===== src/hdl/cwg_pkg.sv =====
package cwg_pkg;

	localparam int INST_W   = 3;
	localparam int PHASE_W  = 32;
	localparam int SAMPLE_W = 17;

	typedef enum logic [INST_W-1:0] {
		WAVE_TRIANGLE = 3'd0,
		WAVE_TILT_SAW = 3'd1,
		WAVE_SAW      = 3'd2,
		WAVE_SQUARE   = 3'd3,
		WAVE_PULSE    = 3'd4,
		WAVE_ORGAN    = 3'd5,
		WAVE_NOISE    = 3'd6,
		WAVE_PHASER   = 3'd7
	} inst_t;

	// How the last stage forms the sample from the quotient or the direct value.
	typedef enum logic [1:0] {
		KIND_DIRECT,
		KIND_TILT,
		KIND_SIGNED
	} kind_t;

	// Which constant the shared multiplier scales by.
	typedef enum logic [2:0] {
		DIV_KNEE,
		DIV_KNEE_C,
		DIV_NINE,
		DIV_SIX,
		DIV_SAW
	} div_t;

	typedef struct packed {
		kind_t kind;
		div_t  sel;
		logic  neg;
	} ctrl_t;

endpackage


===== src/hdl/chiptune_waveform_generator.sv =====
// Chiptune oscillator: one audio sample per input beat.
// The item channel (item_valid/item_ready) carries an instrument number and a
// signed fixed-point phase; the sample channel (sample_valid/sample_ready)
// returns one signed fixed-point sample for each accepted beat, in order.
// Seven waveshapes are formed from the fractional part of the phase (the phaser's
// modulator also reads higher phase bits); the noise instrument returns zero.
// The block is a four-register pipeline: input register, shaping, a multiply
// by a constant reciprocal, and a correction step that feeds the output
// register. One beat can be taken every cycle, since every stage moves on
// each cycle unless the receiver stalls.
// Each stage moves forward whenever it is empty or the stage after it moves,
// so bubbles close up while the receiver stalls and new beats keep entering
// until all four registers are full. A held sample stays stable until taken.
// Reset empties the pipeline: sample_valid drops and item_ready rises.
module chiptune_waveform_generator
	import cwg_pkg::*;
#(
	parameter int FRAC_BITS = 16
) (
	input  logic                        clk,
	input  logic                        arst_n,
	input  logic                        item_valid,
	output logic                        item_ready,
	input  logic [INST_W-1:0]           instrument,
	input  logic signed [PHASE_W-1:0]   phase,
	output logic                        sample_valid,
	input  logic                        sample_ready,
	output logic signed [SAMPLE_W-1:0]  sample
);

	localparam int F = FRAC_BITS;

	logic                      valid_s1;
	logic                      valid_s2;
	logic                      valid_s3;
	logic                      valid_s4;
	logic                      en_s1;
	logic                      en_s2;
	logic                      en_s3;
	logic                      en_s4;
	logic [INST_W-1:0]         instrument_s1;
	logic signed [PHASE_W-1:0] phase_s1;
	ctrl_t                     ctrl_d;
	logic [F+2:0]              n_d;
	logic signed [F+3:0]       direct_d;
	ctrl_t                     ctrl_s2;
	logic [F+2:0]              n_s2;
	logic signed [F+3:0]       direct_s2;

	assign en_s4 = !valid_s4 || sample_ready;
	assign en_s3 = !valid_s3 || en_s4;
	assign en_s2 = !valid_s2 || en_s3;
	assign en_s1 = !valid_s1 || en_s2;

	assign item_ready   = en_s1;
	assign sample_valid = valid_s4;

	always_ff @(posedge clk or negedge arst_n) begin
		if (!arst_n) begin
			valid_s1 <= 1'b0;
			valid_s2 <= 1'b0;
			valid_s3 <= 1'b0;
			valid_s4 <= 1'b0;
		end else begin
			if (en_s1) begin
				valid_s1 <= item_valid;
			end
			if (en_s2) begin
				valid_s2 <= valid_s1;
			end
			if (en_s3) begin
				valid_s3 <= valid_s2;
			end
			if (en_s4) begin
				valid_s4 <= valid_s3;
			end
		end
	end

	always_ff @(posedge clk) begin
		if (en_s1) begin
			instrument_s1 <= instrument;
			phase_s1      <= phase;
		end
	end

	cwg_shape #(
		.FRAC_BITS (FRAC_BITS)
	) u_shape (
		.instrument (instrument_s1),
		.phase      (phase_s1),
		.ctrl       (ctrl_d),
		.n          (n_d),
		.direct     (direct_d)
	);

	always_ff @(posedge clk) begin
		if (en_s2) begin
			ctrl_s2   <= ctrl_d;
			n_s2      <= n_d;
			direct_s2 <= direct_d;
		end
	end

	cwg_divide #(
		.FRAC_BITS (FRAC_BITS)
	) u_divide (
		.clk       (clk),
		.en_s3     (en_s3),
		.en_s4     (en_s4),
		.ctrl_s2   (ctrl_s2),
		.n_s2      (n_s2),
		.direct_s2 (direct_s2),
		.sample    (sample)
	);

endmodule


===== src/hdl/cwg_shape.sv =====
module cwg_shape
	import cwg_pkg::*;
#(
	parameter int FRAC_BITS = 16
) (
	input  logic [INST_W-1:0]         instrument,
	input  logic signed [PHASE_W-1:0] phase,
	output ctrl_t                     ctrl,
	output logic [FRAC_BITS+2:0]      n,
	output logic signed [FRAC_BITS+3:0] direct
);

	localparam int F  = FRAC_BITS;
	localparam int W  = F + 6;
	localparam int NW = F + 3;
	localparam int VW = F + 4;
	localparam logic [63:0] ONE64   = 64'd1 << F;
	localparam logic [63:0] KNEE64  = (64'd9 << F) / 64'd10;
	localparam logic [63:0] THIRD64 = (64'd3333 << F) / 64'd10000;

	function automatic logic signed [W-1:0] sabs(input logic signed [W-1:0] v);
		return (v < 0) ? -v : v;
	endfunction

	logic [F-1:0]          t;
	logic [F-1:0]          f;
	logic [F-1:0]          hk;
	logic [F-1:0]          u;
	logic signed [W-1:0]   ts;
	logic signed [W-1:0]   fs;
	logic signed [W-1:0]   us;
	logic signed [W-1:0]   one_s;
	logic signed [W-1:0]   tri_r;
	logic signed [W-1:0]   org_r;
	logic signed [W-1:0]   ph_k;
	logic signed [W-1:0]   ph_r;
	logic signed [VW-1:0]  quart_v;

	assign t     = phase[F-1:0];
	assign f     = phase[F+6:7];
	assign ts    = $signed({6'b0, t});
	assign fs    = $signed({6'b0, f});
	assign one_s = $signed(W'(ONE64));
	assign quart_v = $signed(VW'(ONE64 >> 2));

	assign tri_r = (sabs((ts <<< 2) - (one_s <<< 1)) - one_s) >>> 1;

	always_comb begin
		if (!t[F-1]) begin
			org_r = (one_s * W'(3))
				- sabs((ts <<< 4) + (ts <<< 3) - (one_s <<< 2) - (one_s <<< 1));
		end else begin
			org_r = one_s - sabs((ts <<< 4) - (one_s <<< 3) - (one_s <<< 2));
		end
	end

	// The phaser shifts the carrier by half of a slow triangle, wrapping within one period.
	assign ph_k = sabs((fs <<< 1) - one_s);
	assign hk   = ph_k[F:1];
	assign u    = t + hk;
	assign us   = $signed({6'b0, u});
	assign ph_r = sabs((us <<< 2) - (one_s <<< 1)) - sabs((ts <<< 3) - (one_s <<< 2));

	always_comb begin
		ctrl.kind = KIND_DIRECT;
		ctrl.sel  = DIV_SAW;
		ctrl.neg  = 1'b0;
		n         = '0;
		direct    = '0;
		case (inst_t'(instrument))
			WAVE_TRIANGLE: begin
				direct = VW'(tri_r);
			end
			WAVE_TILT_SAW: begin
				ctrl.kind = KIND_TILT;
				if (64'(t) < KNEE64) begin
					ctrl.sel = DIV_KNEE;
					n        = NW'(t);
				end else begin
					ctrl.sel = DIV_KNEE_C;
					n        = NW'(one_s - ts);
				end
			end
			WAVE_SAW: begin
				ctrl.kind = KIND_SIGNED;
				ctrl.sel  = DIV_SAW;
				ctrl.neg  = t[F-1];
				n         = t[F-1] ? NW'(one_s - ts) : NW'(t);
			end
			WAVE_SQUARE: begin
				direct = t[F-1] ? -quart_v : quart_v;
			end
			WAVE_PULSE: begin
				direct = (64'(t) < THIRD64) ? quart_v : -quart_v;
			end
			WAVE_ORGAN: begin
				ctrl.kind = KIND_SIGNED;
				ctrl.sel  = DIV_NINE;
				ctrl.neg  = org_r < 0;
				n         = NW'(sabs(org_r));
			end
			WAVE_PHASER: begin
				ctrl.kind = KIND_SIGNED;
				ctrl.sel  = DIV_SIX;
				ctrl.neg  = ph_r < 0;
				n         = NW'(sabs(ph_r));
			end
			default: begin
				direct = '0;
			end
		endcase
	end

endmodule


===== src/hdl/cwg_divide.sv =====
module cwg_divide
	import cwg_pkg::*;
#(
	parameter int FRAC_BITS = 16
) (
	input  logic                        clk,
	input  logic                        en_s3,
	input  logic                        en_s4,
	input  ctrl_t                       ctrl_s2,
	input  logic [FRAC_BITS+2:0]        n_s2,
	input  logic signed [FRAC_BITS+3:0] direct_s2,
	output logic signed [SAMPLE_W-1:0]  sample
);

	localparam int F    = FRAC_BITS;
	localparam int NW   = F + 3;
	localparam int RW   = F + 8;
	localparam int L    = F + 3;
	localparam int QW   = F + 2;
	localparam int DW   = F + 1;
	localparam int MW   = NW + RW;
	localparam int NUMW = 2 * F + 3;
	localparam int VW   = F + 4;
	localparam int XW   = (VW > SAMPLE_W) ? VW : SAMPLE_W;
	localparam logic [63:0] ONE64    = 64'd1 << F;
	localparam logic [63:0] KNEE64   = (64'd9 << F) / 64'd10;
	localparam logic [63:0] KNEEC64  = ONE64 - KNEE64;
	localparam logic [63:0] SAWK64   = (64'd653 << F) / 64'd1000;
	localparam logic [63:0] R_KNEE   = (64'd1 << (2 * F + 4)) / KNEE64;
	localparam logic [63:0] R_KNEE_C = (64'd1 << (2 * F + 4)) / KNEEC64;
	localparam logic [63:0] R_NINE   = (64'd1 << L) / 64'd9;
	localparam logic [63:0] R_SIX    = (64'd1 << L) / 64'd6;
	localparam logic [63:0] R_SAW    = SAWK64 << 3;

	// Reciprocals are rounded down, so the first quotient is exact or one short.
	function automatic logic [RW-1:0] recip(input div_t s);
		case (s)
			DIV_KNEE:   return RW'(R_KNEE);
			DIV_KNEE_C: return RW'(R_KNEE_C);
			DIV_NINE:   return RW'(R_NINE);
			DIV_SIX:    return RW'(R_SIX);
			default:    return RW'(R_SAW);
		endcase
	endfunction

	function automatic logic [DW-1:0] divisor(input div_t s);
		case (s)
			DIV_KNEE:   return DW'(KNEE64);
			DIV_KNEE_C: return DW'(KNEEC64);
			DIV_NINE:   return DW'(9);
			DIV_SIX:    return DW'(6);
			default:    return DW'(1);
		endcase
	endfunction

	logic [MW-1:0]              prod;
	ctrl_t                      ctrl_s3;
	logic [NW-1:0]              n_s3;
	logic [QW-1:0]              q0_s3;
	logic signed [VW-1:0]       direct_s3;
	logic [NUMW-1:0]            num;
	logic [NUMW-1:0]            qd;
	logic [NUMW-1:0]            rem;
	logic                       bump;
	logic [QW-1:0]              q;
	logic signed [VW-1:0]       q_s;
	logic signed [VW-1:0]       val;
	logic signed [XW-1:0]       ext;
	logic signed [SAMPLE_W-1:0] sample_s4;

	assign prod = MW'(n_s2) * MW'(recip(ctrl_s2.sel));

	always_ff @(posedge clk) begin
		if (en_s3) begin
			ctrl_s3   <= ctrl_s2;
			n_s3      <= n_s2;
			q0_s3     <= prod[L+QW-1:L];
			direct_s3 <= direct_s2;
		end
	end

	// The tilted saw divides its numerator shifted left by FRAC_BITS + 1 bits.
	always_comb begin
		if (ctrl_s3.sel == DIV_KNEE || ctrl_s3.sel == DIV_KNEE_C) begin
			num = NUMW'(n_s3) << (F + 1);
		end else begin
			num = NUMW'(n_s3);
		end
	end

	assign qd   = NUMW'(q0_s3) * NUMW'(divisor(ctrl_s3.sel));
	assign rem  = num - qd;
	assign bump = (ctrl_s3.sel != DIV_SAW) && (rem >= NUMW'(divisor(ctrl_s3.sel)));
	assign q    = q0_s3 + QW'(bump);
	assign q_s  = $signed(VW'(q));

	always_comb begin
		case (ctrl_s3.kind)
			KIND_TILT:   val = (q_s - $signed(VW'(ONE64))) >>> 1;
			KIND_SIGNED: val = ctrl_s3.neg ? -q_s : q_s;
			default:     val = direct_s3;
		endcase
	end

	assign ext = XW'(val);

	always_ff @(posedge clk) begin
		if (en_s4) begin
			sample_s4 <= ext[SAMPLE_W-1:0];
		end
	end

	assign sample = sample_s4;

endmodule


===== config.mk =====
export PLATFORM = sky130hd
export DESIGN_NAME = chiptune_waveform_generator
export DESIGN_NICKNAME = d
export VERILOG_FILES = /design/src/hdl/cwg_pkg.sv /design/src/hdl/chiptune_waveform_generator.sv /design/src/hdl/cwg_shape.sv /design/src/hdl/cwg_divide.sv
export SDC_FILE = /design/constraint.sdc
export NUM_CORES = 2
export LEC_CHECK = 0
export ABC_AREA = 1
export BUFFER_PORTS_ARGS = -buffer_cell sky130_fd_sc_hd__buf_4
export CAP_MARGIN = 15
export CELL_PAD_IN_SITES_DETAIL_PLACEMENT = 1
export CELL_PAD_IN_SITES_GLOBAL_PLACEMENT = 1
export CORE_MARGIN = 1.5
export CORE_UTILIZATION = 25
export DETAILED_ROUTE_END_ITERATION = 16
export GPL_TIMING_DRIVEN = 0
export PLACE_DENSITY_LB_ADDON = 0.1
export SYNTH_ARGS = -nofsm -noshare
export SYNTH_HDL_FRONTEND = slang
export SYNTH_SLANG_ARGS = --single-unit

===== constraint.sdc =====
create_clock -name clk -period 10.6 [get_ports clk]
set_clock_uncertainty 0.05 [all_clocks]
set_input_delay 3.18 -clock clk [delete_from_list [all_inputs] [get_ports clk]]
set_output_delay 3.18 -clock clk [all_outputs]
set_load 0.01 [all_outputs]

; Word-level counts from Yosys, hierarchy flattened
; Index checks and enable logic that the tools add are counted.
[op_classes]
multipliers = 2
reduce_logical = 13
eq_ne = 15
muxes = 23
order_cmp = 11
n_addsub = 27
[ops]
columns = cell, n
row1 = $mux W22, 5
row2 = $pmux W24 S4, 1
row3 = $lt A22 B1 Y1 const B, 4
row4 = $mux W19, 4
row5 = $pmux W19 S4, 1
row6 = $mux W17, 4
row7 = $pmux W16 S4, 1
row8 = $pmux W17 S3, 1
row9 = $neg A22 Y22, 2
row10 = $lt A19 B1 Y1 const B, 2
row11 = $neg A19 Y19, 2
row12 = $sub A18 B18 Y19 const B, 2
row13 = $mul A19 B24 Y37, 1
row14 = $ge A35 B16 Y1, 1
row15 = $mux W35, 1
row16 = $sub A35 B35 Y35, 1
row17 = $mul A18 B16 Y34, 1
row18 = $neg A17 Y17, 2
row19 = $pmux W17 S2, 1
row20 = $neg A19 Y22, 1
row21 = $neg A20 Y22, 1
row22 = $sub A18 B22 Y22 const A, 1
row23 = $sub A19 B22 Y22 const A, 1
row24 = $sub A21 B20 Y22 const B, 1
row25 = 31 further kinds, 49
[totals]
ff_bits = 149
elab_cells = 109
output_inout_bits = 19
in_bits = 39

; Longest topological paths before layout
[depth]
ltp_word = 11
depth_mapped = 72

; Hierarchy
; A second synthesis with hierarchy kept.
[hier_totals]
hier_cells = 4758
area_unflattened_um2 = 36979.2
[modules_own_cells]
columns = mod, area_per_inst_um2, seq_area_each_um2, instances, cells_per_inst
row1 = cwg_divide, 26686.8, 2312.2, 1, 3194
row2 = cwg_shape, 7727.4, 0.0, 1, 1467
row3 = chiptune_waveform_generator, 2565.0, 2502.4, 1, 97

; Least setup slack after synthesis
; No wires, ideal clock.
[synth_timing]
path_type = register to register
startpoint = register u_divide.ctrl_s3[2] (netlist bit)
endpoint = register u_divide.sample_s4[16] (netlist: u_divide.sample[16]), data pin
path_buffers = 2
arrival_time_ns = 10.167
path_slack_ns = 0.112
required_time_ns = 10.278
synth_period_minus_slack_ns = 10.488
path_stages_with_launch = 58
cell_sequence = edfxtp_1 -> nor2_1 -> nand2_1 -> clkbuf_1 -> clkbuf_1 -> nor2_1 -> inv_1 -> fa_1 -> inv_1 -> fa_1 -> fa_1 -> fa_1 -> fa_1 -> inv_1 -> fa_1 -> inv_1 -> ha_1 -> nand2_1 -> [22 not listed] -> nand3_1 -> nand2_1 -> inv_1 -> ha_1 -> ha_1 -> inv_1 -> ha_1 -> inv_1 -> nor3_1 -> inv_1 -> nor3_1 -> nand4_1 -> nor3_1 -> inv_1 -> o41ai_1 -> nand2_1 -> nand3_1 -> a31oi_1
[synth_via]
elab_chain_len = 10
[synth_rtl]
columns = element, line
row1 = from (decl), cwg_divide.sv:57  ; ctrl_t ctrl_s3;
row2 = from (signal assigned), cwg_divide.sv:75  ; ctrl_s3 <= ctrl_s2;
row3 = $eq A3 B2 Y1 (tied with other cells), cwg_divide.sv:47  ; case (s)
row4 = $pmux W16 S4 / $logic_or A1 B1 Y1 (equally long branches), "cwg_divide.sv:47, cwg_divide.sv:84"
row5 = $mul A18 B16 Y34 / $mux W35 (equally long branches), "cwg_divide.sv:91, cwg_divide.sv:84"
row6 = $sub A35 B35 Y35, cwg_divide.sv:92  ; assign rem = num - qd;
row7 = $ge A35 B16 Y1, cwg_divide.sv:93  ; assign bump = (ctrl_s3.sel != DIV_SAW) && (rem >= NUMW'(divisor(ctrl_s3.sel)));
row8 = $logic_and A1 B1 Y1 *, cwg_divide.sv:93
row9 = $add A18 B1 Y18 *, cwg_divide.sv:94  ; assign q = q0_s3 + QW'(bump);
row10 = $neg A17 Y17, cwg_divide.sv:100  ; KIND_SIGNED: val = ctrl_s3.neg ? -q_s : q_s;
row11 = $mux W17, cwg_divide.sv:100
row12 = $pmux W17 S2 *, cwg_divide.sv:98  ; case (ctrl_s3.kind)
row13 = named net u_divide.ext[16], cwg_divide.sv:68  ; logic signed [XW-1:0] ext;
row14 = to (signal assigned), cwg_divide.sv:109  ; sample_s4 <= ext[SAMPLE_W-1:0];
row15 = to (decl), cwg_divide.sv:69  ; logic signed [SAMPLE_W-1:0] sample_s4;
; Mark *: on every way through the listed nets, which the timed path passes. The rest lies on a longest branch.
; A chain may end at the register's enable or synchronous reset.

; Worst setup path in the final report
; Ends and elaborated chain as after synthesis.

==> flow_summary.ini <==
[run_status]
status = finished with violations
violations = setup timing

[logic_synthesis]
avgSynthCellArea_um2 = 7.85
syn_inst = 4490
async_flop_share = 0.0272
synth-edff-count = 143
yosys_warnings = 0
yosysSeqAreaShare = 0.125
ys_ff_latch = 147
synth_ff_type = edfxtp_1
netlist_area_um2 = 35200
ys_types = 63

[placement]
dp.cells = 6423
place.gp.congestion = 0.891
placed_area_um2 = 38000
dp_hpwl_um = 118000
pre_cts_slack_ns = -3.48
portBuffers = 48

[cells_and_area]
stdcell_area_um2 = 41500
final_cells = 6576
drive_gt1_frac = 0.124
nets = 5622
antenna_cells = 0
area_growth_pct = 17.6

[worst_setup_path]
worstPathRequired_ns = 10.74
worstReg2RegStart = u_divide.ctrl_s3[2]$_DFFE_PP_
worst-setup-path-type = flop to flop
worstPathArrival_ns = 10.81
cp_slowest_cell = fa_1
worstSetupStartpointType = flop
end_kind = flop
regToRegEndpoint = u_divide.sample[16]$_DFFE_PP_
worst-path-max-fanout = 5
critical_path.max_stage_delay_ns = 0.56
reg2reg_slack_ns = -0.07
r2r_cells = 53

[clocking]
root_buffer = clkbuf_16
clkSinkCount = 147
cts_hold_buffers = 0
clk_path_buf_depth = 2
htree_levels = 4
clkSlewWorstSetupHoldPaths_ns = 0.07
cts_buffers = 17
clk_latency_ns = 0.47
cts_tree = done

[global_routing]
grt_pass1_vias = 32900
grt_max_degree = 44
globalRouteOverflowTotal = 0
grt_pass1_wl_um = 210000
grt_use_total = 0.198
antenna_found_initial = 5

[floorplanning]
row_count = 137
fp.dieArea_um2 = 143000
start_util = 0.252
core_area_um2 = 140000
ios = 58
die_w_um = 378
die_y_um = 378

[drt]
via_count = 29800
post-route-drc-count = 0
drt_iter0_markers = 1322
routed_wl_um = 140000
avgRoutedWirePerCell_um = 21.2
ant_nets = 0
via_per_inst = 4.53
first_pass_iters = 5

[sta]
fin_crit_sh = 1.01
setup_viol = 4
fmax_mhz = 93.7
finalHoldViolations = 0
rsz0062_at_grt = yes
fin_crit_ns = 10.67
relSlewSlack = 0.225
tns_ns = -0.192
maxSlewViolCount = 0
worst_slew_pin_slew_ns = 1.15
setup_ws_ns = -0.0731

[hold_path]
min_to = u_divide.direct_s3[4]$_DFFE_PP_
hp-class = flop to flop
hold_start = direct_s2[4]$_SDFFCE_PN0P_
min_path_cells = 0

[run]
drv_cap = 0
## cell type report
| class | instances | area (um2) |
|---|---|---|
| well taps | 1876 | 2350 |
| fillers | 16700 | 98200 |
| repair buffers | 178 | 1490 |
| inverters | 950 | 3590 |
| plain buffers | 87 | 494 |
| clock inverters | 15 | 106 |
| flip-flops and latches | 147 | 4390 |
| multi-input cells | 3306 | 28600 |
| clock buffers | 17 | 425 |
## routing by layer
layer	GRT usage	wire length, um
met1	0.269	65900
met2	0.340	67100
met3	0.0192	3600
met4	0.0433	3000
met5	0	13
## repair_timing
action	CTS	global route
setup endpoints to repair	26	15
pin swaps	113	77
resized for setup	302	122
hold endpoints to repair	0	0
buffers inserted	106	17
cloned	2	0
## how the worst max path moves through the flow
stage / from / endpoint / slack (ns) / cells past startpoint
3_5_place_dp: u_divide.ctrl_s3[3]$_DFFE_PP_ / u_divide.sample[16]$_DFFE_PP_ / -3.48 / 59
4_1_cts: u_divide.ctrl_s3[2]$_DFFE_PP_ / u_divide.sample[16]$_DFFE_PP_ / -0.33 / 61
2_1_floorplan: u_divide.ctrl_s3[2]$_DFFE_PP_ / u_divide.sample[16]$_DFFE_PP_ / 0.11 / 57
5_1_grt: u_divide.ctrl_s3[2]$_DFFE_PP_ / u_divide.sample[10]$_DFFE_PP_ / -0.62 / 57
3_3_place_gp: u_divide.ctrl_s3[2]$_DFFE_PP_ / u_divide.sample[16]$_DFFE_PP_ / -3.43 / 60
6_report: u_divide.ctrl_s3[2]$_DFFE_PP_ / u_divide.sample[16]$_DFFE_PP_ / -0.07 / 53
## registers in the layout (all words and copies together), names as in the netlist
register,cells
u_divide.n_s3,19
valid_s2,1
valid_s1,1
u_divide.direct_s3,16
instrument_s1,3
direct_s2,16
u_divide.ctrl_s3,6
phase_s1,23
u_divide.sample,17
valid_s3,1
n_s2,19
u_divide.q0_s3,18
ctrl_s2,6
sample_valid,1
## placed cells by master, fill, tap and decap left out, types with 19 or more instances in the layout
master | synthesis | final
ha_1 | 355 | 323
nor2_1 | 524 | 470
clkbuf_16 | 0 | 22
inv_1 | 928 | 896
nand3_1 | 209 | 197
buf_4 | 0 | 157
nor2_4 | 9 | 50
clkbuf_1 | 72 | 61
a21oi_1 | 216 | 180
inv_2 | 11 | 35
a21oi_2 | 4 | 27
o21ai_0 | 150 | 135
ha_4 | 0 | 29
xor2_1 | 112 | 93
nand3_2 | 11 | 22
nand4_1 | 35 | 35
xnor2_1 | 64 | 58
nor3_1 | 36 | 27
nand2_2 | 24 | 49
fa_1 | 541 | 533
nand2_1 | 835 | 803
o211ai_1 | 19 | 19
edfxtp_1 | 143 | 143
nor2_2 | 10 | 23
## per-stage QoR
| stage | hold WS (ns) | utilization |
|---|---|---|
| 3_3_place_gp | 0.351 | 0.272 |
| 5_1_grt | 0.372 | 0.297 |
| 3_5_place_dp | 0.359 | 0.272 |
| 6_report | 0.366 | 0.297 |
| 2_1_floorplan | 0.350 | - |
| 4_1_cts | 0.369 | 0.292 |
## cell families (layout without fill, tap and decap cells)
group	Yosys count	in the layout	share of synthesized area
flops	147	147	0.125
xor+xnor	176	176	0.0437
compound gates	481	481	0.0765
fa+ha+maj	896	896	0.433
buf+inv	1041	1247	0.112
simple gates	1747	1747	0.210
other cells	2	6	0.000213
## worst max-delay path, delay by kind of cell, from the launching register on
| family | cells | cell delay, ns |
|---|---|---|
| fa+ha+maj | 10 | 3.86 |
| buf+inv | 12 | 1.29 |
| flops | 1 | 0.49 |
| simple gates | 22 | 3.12 |
| xor+xnor | 4 | 0.97 |
| compound gates | 5 | 0.56 |
## cell usage after synthesis, types with 3 or more instances
| library cell | number | area share |
|---|---|---|
| a21o_1 | 8 | 0.0017 |
| fa_1 | 541 | 0.31 |
| o21bai_1 | 10 | 0.0021 |
| a211oi_1 | 3 | 0.00064 |
| buf_2 | 7 | 0.00099 |
| clkinv_1 | 10 | 0.0011 |
| buf_6 | 4 | 0.0013 |
| o211ai_1 | 19 | 0.0040 |
| nor3b_1 | 4 | 0.00085 |
| a22oi_1 | 3 | 0.00064 |
| o21ai_1 | 8 | 0.0011 |
| o31ai_1 | 8 | 0.0017 |
| nand2_4 | 4 | 0.0013 |
| edfxtp_1 | 143 | 0.12 |
| nand3b_1 | 11 | 0.0023 |
| ha_1 | 355 | 0.13 |
| o21ai_0 | 150 | 0.021 |
| o21a_1 | 8 | 0.0017 |
| nand3_1 | 209 | 0.030 |
| dfrtp_1 | 4 | 0.0028 |
| xor2_1 | 112 | 0.028 |
| inv_2 | 11 | 0.0012 |
| nand2_1 | 835 | 0.089 |
| clkbuf_1 | 72 | 0.0077 |
| inv_1 | 928 | 0.099 |
| nor2_1 | 524 | 0.056 |
| or2_1 | 3 | 0.00053 |
| a31oi_1 | 20 | 0.0036 |
| nor3_1 | 36 | 0.0051 |
| nand3_2 | 11 | 0.0031 |
| nor2_4 | 9 | 0.0029 |
| buf_1 | 8 | 0.00085 |
| o221ai_1 | 3 | 0.00075 |
| nand2_2 | 24 | 0.0043 |
| or2_2 | 12 | 0.0021 |
| o22ai_1 | 5 | 0.00089 |
| a21oi_1 | 216 | 0.031 |
| a21oi_2 | 4 | 0.00099 |
| nand4_1 | 35 | 0.0062 |
| nor2_2 | 10 | 0.0018 |
| a21boi_0 | 3 | 0.00064 |
| nor4_1 | 10 | 0.0018 |
| xnor2_1 | 64 | 0.016 |
Power is not shown: default switching activity piles up to over one toggle a cycle in this logic, so the estimate is an artifact.
